## src/rtl/core/xycv_pkg.sv

```systemverilog
// ----------------------------------------------------------------------------
// xycv_pkg
// Shared widths, constants, lane structs and the smoother coefficient table
// builder for the XY CV smooth/quantize block.
// ----------------------------------------------------------------------------
package xycv_pkg;

  // default build settings
  localparam int SAMPLE_RATE_DEF   = 48000;
  localparam int ALPHA_ENTRIES_DEF = 256;

  // field widths
  localparam int PosW     = 17;
  localparam int VinW     = 17;
  localparam int VoutW    = 19;
  localparam int KnobW    = 17;
  localparam int LevelW   = 17;
  localparam int GateW    = 16;
  localparam int QmodeW   = 2;
  localparam int CfgIdxW  = 3;
  localparam int CfgDataW = 17;
  localparam int SmW      = 28;
  localparam int NoteW    = 12;
  localparam int AlphaW   = 25;

  // output voltage limit, Q12
  localparam logic signed [VoutW-1:0] VLIM = 19'sd139264;
  localparam logic signed [NoteW-1:0] NOTE_RESET = -12'sd1200;
  localparam logic [AlphaW-1:0] ONE_Q24 = 25'd16777216;

  // reciprocals for constant division: ceil(2^24/10), ceil(2^21/3)
  localparam logic [20:0] RECIP10 = 21'd1677722;
  localparam logic [20:0] RECIP3  = 21'd699051;

  // register indexes
  localparam logic [CfgIdxW-1:0] CFG_SMOOTH_LEVEL  = 3'd0;
  localparam logic [CfgIdxW-1:0] CFG_QUANTIZE_MODE = 3'd1;
  localparam logic [CfgIdxW-1:0] CFG_X_LOWER_KNOB  = 3'd2;
  localparam logic [CfgIdxW-1:0] CFG_X_UPPER_KNOB  = 3'd3;
  localparam logic [CfgIdxW-1:0] CFG_Y_LOWER_KNOB  = 3'd4;
  localparam logic [CfgIdxW-1:0] CFG_Y_UPPER_KNOB  = 3'd5;
  localparam logic [CfgIdxW-1:0] CFG_GATE_SAMPLES  = 3'd6;

  // operands handed to one axis lane
  typedef struct packed {
    logic [PosW-1:0]         pos;
    logic signed [KnobW-1:0] lo_knob;
    logic signed [KnobW-1:0] hi_knob;
    logic signed [VinW-1:0]  lo_cv;
    logic signed [VinW-1:0]  hi_cv;
    logic signed [VinW-1:0]  mod;
    logic                    quant;
    logic [GateW-1:0]        gate_len;
  } lane_in_t;

  // what one lane found for the current item
  typedef struct packed {
    logic signed [VoutW-1:0] value;
    logic                    gate;
  } lane_out_t;

  // shift-subtract divide, used only while building the table
  function automatic logic [63:0] udiv64(input logic [63:0] n, input logic [63:0] d);
    logic [63:0] q;
    logic [63:0] r;
    q = '0;
    r = '0;
    for (int b = 63; b >= 0; b--) begin
      r = {r[62:0], n[b]};
      if (r >= d) begin
        r    = r - d;
        q[b] = 1'b1;
      end
    end
    return q;
  endfunction

  // coefficient 1 - exp(-T / (2 s^2)) in Q24 for entry i, s = i / n1
  function automatic logic [AlphaW-1:0] make_alpha(input logic [63:0] i,
                                                   input logic [63:0] n1,
                                                   input logic [63:0] rate);
    logic [63:0] num;
    logic [63:0] den;
    logic [63:0] xq;
    logic [63:0] y;
    logic [63:0] term;
    logic [63:0] e;
    logic signed [63:0] sum;
    logic [63:0] res;
    num = n1 * n1;
    den = 64'd2 * i * i * rate;
    // short time constants bypass the smoother
    if (i == 64'd0 || 64'd20000 * i * i < num || den == 64'd0) begin
      return ONE_Q24;
    end
    xq = udiv64(num << 30, den);
    y  = xq >> 4;
    if (y >= (64'd1 << 30)) begin
      return ONE_Q24;
    end
    term = 64'd1 << 30;
    sum  = $signed(term);
    // Taylor series of exp(-x/16)
    for (int k = 1; k <= 16; k++) begin
      term = udiv64((term * y) >> 30, 64'(k));
      if (k % 2 == 1) begin
        sum = sum - $signed(term);
      end else begin
        sum = sum + $signed(term);
      end
    end
    e = (sum < 0) ? 64'd0 : 64'(sum);
    // raise to the 16th power
    for (int k = 0; k < 4; k++) begin
      e = (e * e + (64'd1 << 29)) >> 30;
    end
    if (e > (64'd1 << 30)) begin
      e = 64'd1 << 30;
    end
    res = ((64'd1 << 30) - e + 64'd32) >> 6;
    return res[AlphaW-1:0];
  endfunction

endpackage

```

## src/rtl/core/xycv_if.sv

```systemverilog


interface xycv_out_if;
  import xycv_pkg::*;

  logic                    valid;
  logic                    ready;
  logic signed [VoutW-1:0] out_x;
  logic signed [VoutW-1:0] out_y;
  logic                    gate_x;
  logic                    gate_y;

  modport source (output valid, out_x, out_y, gate_x, gate_y, input ready);
  modport sink   (input valid, out_x, out_y, gate_x, gate_y, output ready);
  modport mon    (input valid, ready, out_x, out_y, gate_x, gate_y);
endinterface

```

## src/rtl/core/xycv_merge.sv

```systemverilog
// ----------------------------------------------------------------------------
// xycv_merge
// Joins the two lane results into one result item and holds it in the
// output register until the receiver takes it.
// ----------------------------------------------------------------------------
module xycv_merge (
  input  logic                clk,
  input  logic                rst_n,
  input  logic                load,
  input  xycv_pkg::lane_out_t lane_x,
  input  xycv_pkg::lane_out_t lane_y,
  output logic                free,
  xycv_out_if.source          out_if
);
  import xycv_pkg::*;

  logic                    valid_r;
  logic signed [VoutW-1:0] out_x_r;
  logic signed [VoutW-1:0] out_y_r;
  logic                    gate_x_r;
  logic                    gate_y_r;

  // slot is free when empty or being taken this cycle
  assign free = !valid_r || out_if.ready;

  always_ff @(posedge clk) begin
    if (!rst_n) begin
      valid_r <= 1'b0;
    end else if (load) begin
      valid_r <= 1'b1;
    end else if (out_if.ready) begin
      valid_r <= 1'b0;
    end
  end

  always_ff @(posedge clk) begin
    if (load) begin
      out_x_r  <= lane_x.value;
      out_y_r  <= lane_y.value;
      gate_x_r <= lane_x.gate;
      gate_y_r <= lane_y.gate;
    end
  end

  assign out_if.valid  = valid_r;
  assign out_if.out_x  = out_x_r;
  assign out_if.out_y  = out_y_r;
  assign out_if.gate_x = gate_x_r;
  assign out_if.gate_y = gate_y_r;

endmodule

```

## src/flat_wrapper.sv

```systemverilog
// flat-port wrapper written by rule: the top's interface ports become plain ports
module xycv_merge_flat import xycv_pkg::*;
  (clk, rst_n, load, lane_x, lane_y, free, out_if_valid, out_if_out_x, out_if_out_y, out_if_gate_x, out_if_gate_y, out_if_ready);
  xycv_out_if out_if_i ();
  input  logic clk;
  input  logic rst_n;
  input  logic load;
  input  xycv_pkg::lane_out_t lane_x;
  input  xycv_pkg::lane_out_t lane_y;
  output logic free;
  output wire logic [$bits(out_if_i.valid)-1:0] out_if_valid;
  output wire logic [$bits(out_if_i.out_x)-1:0] out_if_out_x;
  output wire logic [$bits(out_if_i.out_y)-1:0] out_if_out_y;
  output wire logic [$bits(out_if_i.gate_x)-1:0] out_if_gate_x;
  output wire logic [$bits(out_if_i.gate_y)-1:0] out_if_gate_y;
  input wire logic [$bits(out_if_i.ready)-1:0] out_if_ready;
  assign out_if_valid = out_if_i.valid;
  assign out_if_out_x = out_if_i.out_x;
  assign out_if_out_y = out_if_i.out_y;
  assign out_if_gate_x = out_if_i.gate_x;
  assign out_if_gate_y = out_if_i.gate_y;
  assign out_if_i.ready = out_if_ready;
  xycv_merge u_core (.clk(clk), .rst_n(rst_n), .load(load), .lane_x(lane_x), .lane_y(lane_y), .free(free), .out_if(out_if_i));
endmodule
```

## config.mk

```make
export PLATFORM = sky130hd
export DESIGN_NAME = xycv_merge_flat
export DESIGN_NICKNAME = d
export VERILOG_FILES = /design/src/rtl/core/xycv_pkg.sv /design/src/rtl/core/xycv_if.sv /design/src/rtl/core/xycv_merge.sv /design/src/flat_wrapper.sv
export SDC_FILE = /design/constraint.sdc
export NUM_CORES = 1
export LEC_CHECK = 0
export BUFFER_PORTS_ARGS = -buffer_cell sky130_fd_sc_hd__buf_2
export CAP_MARGIN = 25
export CELL_PAD_IN_SITES_DETAIL_PLACEMENT = 1
export CELL_PAD_IN_SITES_GLOBAL_PLACEMENT = 1
export CORE_MARGIN = 2
export CORE_UTILIZATION = 30
export CTS_BUF_LIST = sky130_fd_sc_hd__clkbuf_2 sky130_fd_sc_hd__clkbuf_4 sky130_fd_sc_hd__clkbuf_8
export DETAILED_ROUTE_END_ITERATION = 12
export PLACE_DENSITY_LB_ADDON = 0.1
export SLEW_MARGIN = 20
export SYNTH_ARGS = -nofsm -noshare
export SYNTH_HDL_FRONTEND = slang
export SYNTH_SLANG_ARGS = --single-unit
```

## constraint.sdc

```tcl
create_clock -name clk -period 0.8 [get_ports clk]
set_input_delay 0.04 -clock clk [delete_from_list [all_inputs] [get_ports clk]]
set_output_delay 0.04 -clock clk [all_outputs]
set_load 0.03 [all_outputs]
```

==> metrics, run 1 <==
Seq pwr share 52.9%; Initial Utilization 31.25%; Avg WL per Cell 15.70 um; via count roughly 940; clk slew on worst S/H paths around 0.080 ns; HPWL Detailed 2.096 mm; EDFF count, synth 40; GRT Util Overall 16.72%; switching power total 1.292 mW; Antenna Diode Count 0; Final Hold Viols 0; Placed Cells incl. Taps 181; Core Util, Final between 60 and 70%; prevailing post-synth register cell edfxtp_1; MaxCap Viol Count 0; FMAX ~1100 MHz; area leader, netlist edfxtp_1; Die X roughly 69 um; period utilisation layout 115.2%; P per Cell Area 1950 nW/um^2; CP startpoint u_core.out_if.out_x[12]; crit start category flip-flop; slowest CP cell edfxtp_1; H-tree depth 2; final number of setup-violating endpoints 42; Yosys top cell area share 96.10%; first-pass GRT wire length 5.250 mm; capture point of the critical path out_if_out_x[12]; drt first pass iters 4; Stages on worst setup path 1; 1st-iter DRT viols 39; most numerous cell in the Yosys netlist edfxtp_1; Final Instance Count excl. Fillers 231; ys async rst share 0%; final wirelength between 3 and 4 mm; post-route cell area roughly 2500 um^2; vias in the first global route around 1.0k; Post-Place Setup Slack roughly 0.13 ns; DRC errors left 0; Peak VDD IR about 0.0011 V; GP Congestion approximately 0.68; FF-to-FF End u_core.out_if.valid; register area share after synthesis between 90% and 100%; post-layout min period 0.9218 ns; Clock Tree Buf Depth 2; power consumption 4.970 mW; clock tree sinks 41; area of the core ~4000 um^2; Avg Synthesized Cell Area between 20 and 30 um^2; Root Driver clkbuf_8; P&R area growth vs syn 103.9%; Int Pwr between 3 and 4 mW; largest cells by area after synthesis edfxtp_1, dfxtp_1, nand2b_4; Leakage 1.078 nW; RSZ-0062 raised after global routing yes; clock network fraction of design power 26.1%; worst setup slack after layout -0.1218 ns; CP top delay family flip-flops; Top Usage Layer GRT met2; crit path DAT 0.88 ns; reg2reg path depth 3; Switching Share a little over a quarter; number of routed nets with antenna violations 0; worst-path maximum fanout 1; slew margin rel. approximately 91%; top cells by count, synth edfxtp_1, a21boi_2, dfxtp_1, inv_1, nand2b_4; failing checks setup timing; CP Capture Type output pin; M2 GR Usage between 30% and 40%; # fillers 359; total buffers and inverters traversed by the critical path 1; PortBufs 85; outcome complete, but fails checks; row count 23; die area between 4000 and 5000 um^2; dpl cell area between 1500 and 2000 um^2; Yosys warning count 0; nets 224; worst hold path type input pin to flip-flop; met1 Use GR 16.67%; WP data required roughly 0.76 ns; vias per cell between 4 and 5; RR Startpoint u_core.out_if.valid; setup TNS -3.095 ns; Max Slew Vio Count 0; Synthesized Nets just under 90; max incr delay on CP 0.43 ns; height of the die ~69 um; io pins 86; library cells used by synthesis 5; layout cell share with drive strength beyond 1 54.70%; met3 Use GR ~5.8%; largest net degree at the start of global routing 24; Worst Max-Slew Pin Slew 0.1284 ns; path type of the worst setup path flip-flop to output pin; clock skew 0 ns; GRT overflow 0; worst path cell trace buf_6; TritonCTS clock tree done; synthesized area about 1200 um^2; #FFs+latches synth between 40 and 50; initial antenna violation count 0; Gate power share 20.9%; Post-Syn Instances 44; Num CTS Buffers 5; R2R Setup Slk around 0.060 ns; clock latency on the worst-skew pair 0.29 ns; worst hold slack 0.1416 ns
-- cell usage in the layout, fill, tap and decap left out, drive strengths merged --
cell         netlist  routed
clkinvlp           0       1
a21boi             1       1
nand2b             1       1
clkinv             0       2
edfxtp            40      40
dfxtp              1       1
dlygate4sd3        0      41
buf                0      88
inv                1       1
clkbuf             0       5
-- worst reg2reg max path: stages (launching register included) --
cell	delay, ns
dfxtp_4	0.37
nand2b_4	0.06
buf_4	0.13
a21boi_2	0.12
-- flip-flops by register name (all words and copies together), names as in the netlist --
name,cells
u_core.out_if.out_x,19
u_core.out_if.out_y,19
u_core.out_if.gate_x,1
u_core.out_if.gate_y,1
u_core.out_if.valid,1
-- what timing repair did --
item	in CTS	in global routing
endpoints found under the hold margin	41	0
buffers inserted	0	1
endpoints found under the setup margin	42	42
hold buffers	41	0
gates resized for setup	84	1
gates cloned	0	0
-- per-layer routing --
| layer | part of all wire [%] | wire length [um] |
|---|---|---|
| met1 | 32 | 1166 |
| met4 | 1.4 | 51 |
| met5 | 0 | 0 |
| met2 | 58 | 2118 |
| met3 | 8.0 | 290 |
-- logic make-up (layout without fill, tap and decap cells) --
kind of cell / Yosys count / count (layout) / synth area share, %
compound gates: 1 / 1 / 0.9008
buf+inv: 1 / 138 / 0.3000
flops: 41 / 41 / 97.70
simple gates: 1 / 1 / 1.101
-- power groups by stage --
| stage | registers (mW) | logic [mW] | clock network, mW |
|---|---|---|---|
| detailed placement | 2.64 | 0.687 | 0 |
| CTS | 2.63 | 1.03 | 1.33 |
| global route | 2.65 | 1.10 | 1.42 |
| global placement | 2.63 | 0.680 | 0 |
| finish | 2.63 | 1.04 | 1.30 |
| floorplan | 2.99 | 0.0149 | 0 |
-- cell type report --
| cell class | instances | area [um^2] | share of cell area, % |
|---|---|---|---|
| Sequential cell | 41 | 1225 | 48.06 |
| Clock inverter | 3 | 17.52 | 0.6873 |
| Inverter | 1 | 3.754 | 0.1473 |
| Tap cell | 50 | 62.56 | 2.455 |
| Timing Repair Buffer | 129 | 1146 | 44.97 |
| Multi-Input combinational cell | 2 | 25.02 | 0.9818 |
| Clock buffer | 5 | 68.82 | 2.700 |
-- worst min-delay path by stage --
| stage | slack [ns] | to | cells after the start | startpoint |
|---|---|---|---|---|
| 2_1_floorplan | 0.14 | u_core.out_if.gate_x | 0 | lane_x[0] |
| 4_1_cts | 0.03 | u_core.out_if.valid | 3 | out_if_ready |
| 3_3_place_gp | 0.22 | u_core.out_if.out_y[1] | 1 | lane_y[2] |
| 5_1_grt | 0.14 | u_core.out_if.valid | 4 | out_if_ready |
| 3_5_place_dp | 0.22 | u_core.out_if.out_y[2] | 1 | lane_y[3] |
| 6_report | 0.14 | u_core.out_if.valid | 4 | out_if_ready |
No activity file was read; power rests on OpenSTA's default activity.
==> run 2: changes to the inputs <==
- ABC_AREA: not set -> 1
- PLACE_DENSITY_LB_ADDON: 0.1 -> 0.05
==> metrics, run 2 <==
outcome complete, but fails checks; failing checks setup timing; clock skew 0 ns (unchanged); Max Slew Vio Count 0 (unchanged); area leader, netlist edfxtp_1; Placed Cells incl. Taps 183 (+1.1%); total buffers and inverters traversed by the critical path 1 (unchanged); nets 225 (+0.45%); synthesized area 1247 um^2 (-0.20%); EDFF count, synth 40 (unchanged); row count 23 (unchanged); io pins 86 (unchanged); ys async rst share 0% (unchanged); Leakage 1.075 nW (-0.28%); worst setup slack after layout -0.08768 ns (+0.03414 ns); FMAX 1127 MHz (+3.8%); Avg WL per Cell 14.44 um (-8.0%); vias in the first global route 998 (-4.6%); Num CTS Buffers 5 (unchanged); Antenna Diode Count 0 (unchanged); drt first pass iters 4 (unchanged); area of the core 4000 um^2 (unchanged); HPWL Detailed 2.017 mm (-3.8%); GP Congestion 0.6795 (unchanged); Yosys warning count 0 (unchanged); power consumption 4.911 mW (-1.2%); CP Capture Type output pin; Final Hold Viols 0 (unchanged); P per Cell Area 1941 nW/um^2 (-0.45%); Post-Syn Instances 46 (+4.5%); post-layout min period 0.8877 ns (-0.03414 ns); Synthesized Nets 90 (+2.3%); P&R area growth vs syn 102.8%; RSZ-0062 raised after global routing yes; register area share after synthesis 97.89% (+0.20 points); via count 908 (-3.8%); number of routed nets with antenna violations 0 (unchanged); final number of setup-violating endpoints 41 (-2.4%); max incr delay on CP 0.41 ns (-0.02 ns); most common cell after layout, fill and taps aside buf_2; worst-path maximum fanout 1 (unchanged); top cells by count, synth edfxtp_1, inv_1, a21oi_2, dfxtp_1, nand2_2; 1st-iter DRT viols 43 (+10%); Yosys top cell area share 96.29% (+0.19 points); # fillers 370 (+3.1%); post-CTS setup buffers 0 (unchanged); largest cells by area after synthesis edfxtp_1, dfxtp_1, inv_1; H-tree depth 2 (unchanged); commonest non-fill, non-tap cells in the layout buf_2, buf_6, dlygate4sd3_1; crit start category flip-flop; clock tree sinks 41 (unchanged); worst hold path type input pin to flip-flop; #FFs+latches synth 41 (unchanged); Clock Tree Buf Depth 2 (unchanged); worst path cell trace buf_6; Worst Max-Slew Pin Slew 0.1370 ns (+0.008638 ns); slew margin rel. 90.86% (-0.58 points); GRT Util Overall 15.30% (-1.4 points); slowest CP cell edfxtp_1; vias per cell 3.931 (-3.8%); setup TNS -2.281 ns (+0.8142 ns); die area 4690 um^2 (-0.19%); initial antenna violation count 0 (unchanged); period utilisation layout 111.0% (-4.3 points); most numerous cell in the Yosys netlist edfxtp_1; prevailing post-synth register cell edfxtp_1; PortBufs 85 (unchanged); first-pass GRT wire length 4.850 mm (-7.6%); worst hold slack 0.04481 ns (-0.09677 ns); final wirelength 3.335 mm (-8.0%); TritonCTS clock tree done; Avg Synthesized Cell Area 27.12 um^2 (-4.5%); crit path DAT 0.85 ns (-0.03 ns); DRC errors left 0 (unchanged); path type of the worst setup path flip-flop to output pin; largest net degree at the start of global routing 24 (unchanged); CP top delay family flip-flops; Final Instance Count excl. Fillers 231 (unchanged); layout cell share with drive strength beyond 1 53.04% (-1.7 points); WP data required 0.76 ns (about the same); GRT overflow 0 (unchanged); clock latency on the worst-skew pair 0.27 ns (-0.02 ns); library cells used by synthesis 5 (unchanged); Initial Utilization 31.19% (-0.063 points); MaxCap Viol Count 0 (unchanged); height of the die 68.49 um (about the same); clk slew on worst S/H paths 0.07 ns (about the same); Die X 68.49 um (about the same); Root Driver clkbuf_8; Peak VDD IR 0.001218 V (+13%)
## run 2: logic make-up (layout without fill, tap and decap cells)
family | Yosys count | in the layout | share of synthesized area, %
buffers and inverters | 3 | 138 | 0.9026
AOI/OAI and AO/OA | 1 | 1 | 0.7022
DFF | 41 | 41 | 97.89
and+or+nand+nor | 1 | 1 | 0.5018
## run 2: area by class of cell
class                   instances  area [um^2]  share of cell area, %
well taps                      50        62.56                  2.473
clock buffers                   6        76.32                  3.017
multi-input cells               2        15.01                 0.5935
clock inverters                 1        3.754                 0.1484
inverters                       3        11.26                 0.4451
repair buffers                128         1139                  45.00
flip-flops and latches         41         1222                  48.32
## run 2: per-layer routing
layer	share of wire [%]	track usage, %	up-vias	routed length [um]
li1	-	-	447	-
met4	0	5.250	0	0
met2	59	28.00	46	1961
met3	7.1	4.934	0	237
met5	0	0	-	0
met1	34	16.36	415	1136
## run 2: report_power, final
part,leakage (nW),total (mW),switching [mW],internal [mW]
Clock,0.0421,1.25,0.630,0.622
Sequential,0.400,2.63,0.0780,2.55
Combinational,0.633,1.03,0.509,0.525
Total,1.07,4.91,1.22,3.69
## run 2: repair_timing
action                                  CTS  global route
pin swaps                                 1             0
resized for setup                        84             0
endpoints found under the setup margin   42            42
hold endpoints to repair                 41             0
hold buffers                             41             0
## run 2: final timing paths
| kind | start | endpoint | slack [ns] | cells after the start |
|---|---|---|---|---|
| hold reg to reg | u_core.out_if.valid | u_core.out_if.valid | 0.50 | 2 |
| setup reg to reg | u_core.out_if.valid | u_core.out_if.valid | 0.19 | 2 |
| hold / removal | out_if_ready | u_core.out_if.valid | 0.04 | 4 |
| setup / recovery | u_core.out_if.out_y[7] | out_if_out_y[7] | -0.09 | 1 |
## run 2: metrics by stage
stage          setup WS [ns]  area, um^2  util, %
2_1_floorplan        0.02036        1249        -
3_5_place_dp          0.1239        1777    44.42
6_report            -0.08768        2530    63.25
4_1_cts              -0.1027        2530    63.25
3_3_place_gp          0.1372        1777    44.42
5_1_grt              -0.1293        2530    63.25
==> run 3: changes to the inputs <==
- BUFFER_PORTS_ARGS: -buffer_cell sky130_fd_sc_hd__buf_2 -> not set
- CORE_UTILIZATION: 30 -> 45
- DONT_BUFFER_PORTS: not set -> 1
==> metrics, run 3 (same netlist as run 2, synthesis figures left out) <==
outcome complete, but fails checks; failing checks hold timing, setup timing; CP top delay family flip-flops; GRT Util Overall 17.49% (+2.2 points); number of routed nets with antenna violations 0 (unchanged); H-tree depth 2 (unchanged); most common cell after layout, fill and taps aside dlygate4sd3_1; crit path DAT 0.90 ns (+0.05 ns); WP data required 0.76 ns (about the same); worst-path maximum fanout 2 (+1); io pins 86 (unchanged); CP Capture Type output pin; first-pass GRT wire length 3.836 mm (-21%); P per Cell Area 2386 nW/um^2 (+23%); Die X 56.65 um (-17%); power consumption 4.287 mW (-13%); worst hold slack -0.1943 ns (-0.2391 ns); Gate power share 4.7% (-16 points); GP Congestion 0.6382 (-6.1%); dpl cell area 1303 um^2 (-27%); vias in the first global route 690 (-31%); GRT overflow 0 (unchanged); height of the die 56.65 um (-17%); post-route cell area 1797 um^2 (-29%); period utilisation layout 117.4% (+6.5 points); via count 636 (-30%); max incr delay on CP 0.36 ns (-0.05 ns); crit start category flip-flop; clock skew 0 ns (unchanged); Leakage 0.6473 nW (-40%); Clock Tree Buf Depth 2 (unchanged); P&R area growth vs syn 44.03%; area of the core 2686 um^2 (-33%); final wirelength 2.563 mm (-23%); clock tree sinks 41 (unchanged); PortBufs 0 (-100%); commonest non-fill, non-tap cells in the layout dlygate4sd3_1, edfxtp_1, clkbuf_4; Peak VDD IR 0.001821 V (+49%); die area 3209 um^2 (-32%); Switching Share 24.97% (+0.19 points); RSZ-0062 raised after global routing yes; vias per cell 4.930 (+25%); worst setup slack after layout -0.1395 ns (-0.05182 ns); Seq pwr share 69.0% (+15 points); worst hold path type input pin to flip-flop; 1st-iter DRT viols 17 (-60%); Antenna Diode Count 0 (unchanged); layout cell share with drive strength beyond 1 13.27% (-40 points); drt first pass iters 4 (unchanged); TritonCTS clock tree done; FMAX 1064 MHz (-5.5%); nets 141 (-37%); Max Slew Vio Count 0 (unchanged); final number of setup-violating endpoints 42 (+2.4%); Core Util, Final 66.88% (+3.6 points); MaxCap Viol Count 0 (unchanged); Post-CTS Hold Buffers 42 (+2.4%); clock latency on the worst-skew pair 0.33 ns (+0.06 ns); path type of the worst setup path flip-flop to output pin; Final Hold Viols 41 (+41); Num CTS Buffers 5 (unchanged); setup TNS -4.966 ns (-2.684 ns); initial antenna violation count 0 (unchanged); total buffers and inverters traversed by the critical path 1 (unchanged); row count 19 (-17%); Worst Max-Slew Pin Slew 0.3331 ns (+0.1961 ns); Root Driver clkbuf_4; post-CTS setup buffers 0 (unchanged); switching power total 1.070 mW (-12%); largest net degree at the start of global routing 42 (+75%); post-layout min period 0.9395 ns (+0.05182 ns); clk slew on worst S/H paths 0.11 ns (+0.04 ns); Initial Utilization 46.44% (+15 points); clock network fraction of design power 26.3% (+0.8 points); DRC errors left 0 (unchanged); Int Pwr 3.216 mW (-13%); Avg WL per Cell 19.87 um (+38%); slowest CP cell dfxtp_2; slew margin rel. 77.84% (-13 points); worst path cell trace nand2_2 > buf_6
-- run 3: final timing paths --
path | startpoint | to | slack, ns | cells past startpoint
setup / recovery | u_core.out_if.valid | free | -0.14 | 2
hold / removal | load | u_core.out_if.out_x[9] | -0.19 | 0
setup reg to reg | u_core.out_if.valid | u_core.out_if.valid | 0.21 | 2
hold reg to reg | u_core.out_if.valid | u_core.out_if.valid | 0.49 | 2
-- run 3: metrics by stage --
step	setup slack (ns)	cells
finish	-0.1395	129
global route	-0.1933	129
CTS	-0.1443	129
detailed placement	0.2244	79
global placement	0.2315	79
floorplan	0.02036	46
-- run 3: per-layer routing --
metal	GRT usage [%]	vias up	part of all wire, %
met5	0	-	0
met4	6.122	0	0.62
met3	11.75	2	12
met2	26.74	56	50
met1	19.46	299	37
li1	-	279	-
-- run 3: cell type report --
cell class | count | area (um^2)
fill | 216 | 889.6
inverter | 3 | 11.26
timing repair buffer | 44 | 439.2
tap | 31 | 38.79
clock buffer | 7 | 65.06
multi-input combinational | 2 | 15.01
sequential | 41 | 1222
clock inverter | 1 | 5.005
-- run 3: timing repair --
action	in CTS	in global routing
pin swaps	1	0
resized for setup	1	0
setup endpoints to repair	42	42
hold endpoints to repair	81	41
-- run 3: worst register-to-register path, delay by kind of cell, from the launching register on --
kind / cells / cell delay [ns]
AND/OR/NAND/NOR: 1 / 0.06
flip-flops: 1 / 0.36
AO/OA/AOI/OAI: 1 / 0.11
-- run 3: power by group through the flow --
stage	clock [mW]	sequential [mW]	combinational [mW]
floorplan	0	2.98	0.0136
global placement	0	3.00	0.0298
detailed placement	0	3.01	0.0305
CTS	1.13	2.96	0.194
global route	1.25	2.98	0.217
finish	1.13	2.96	0.202
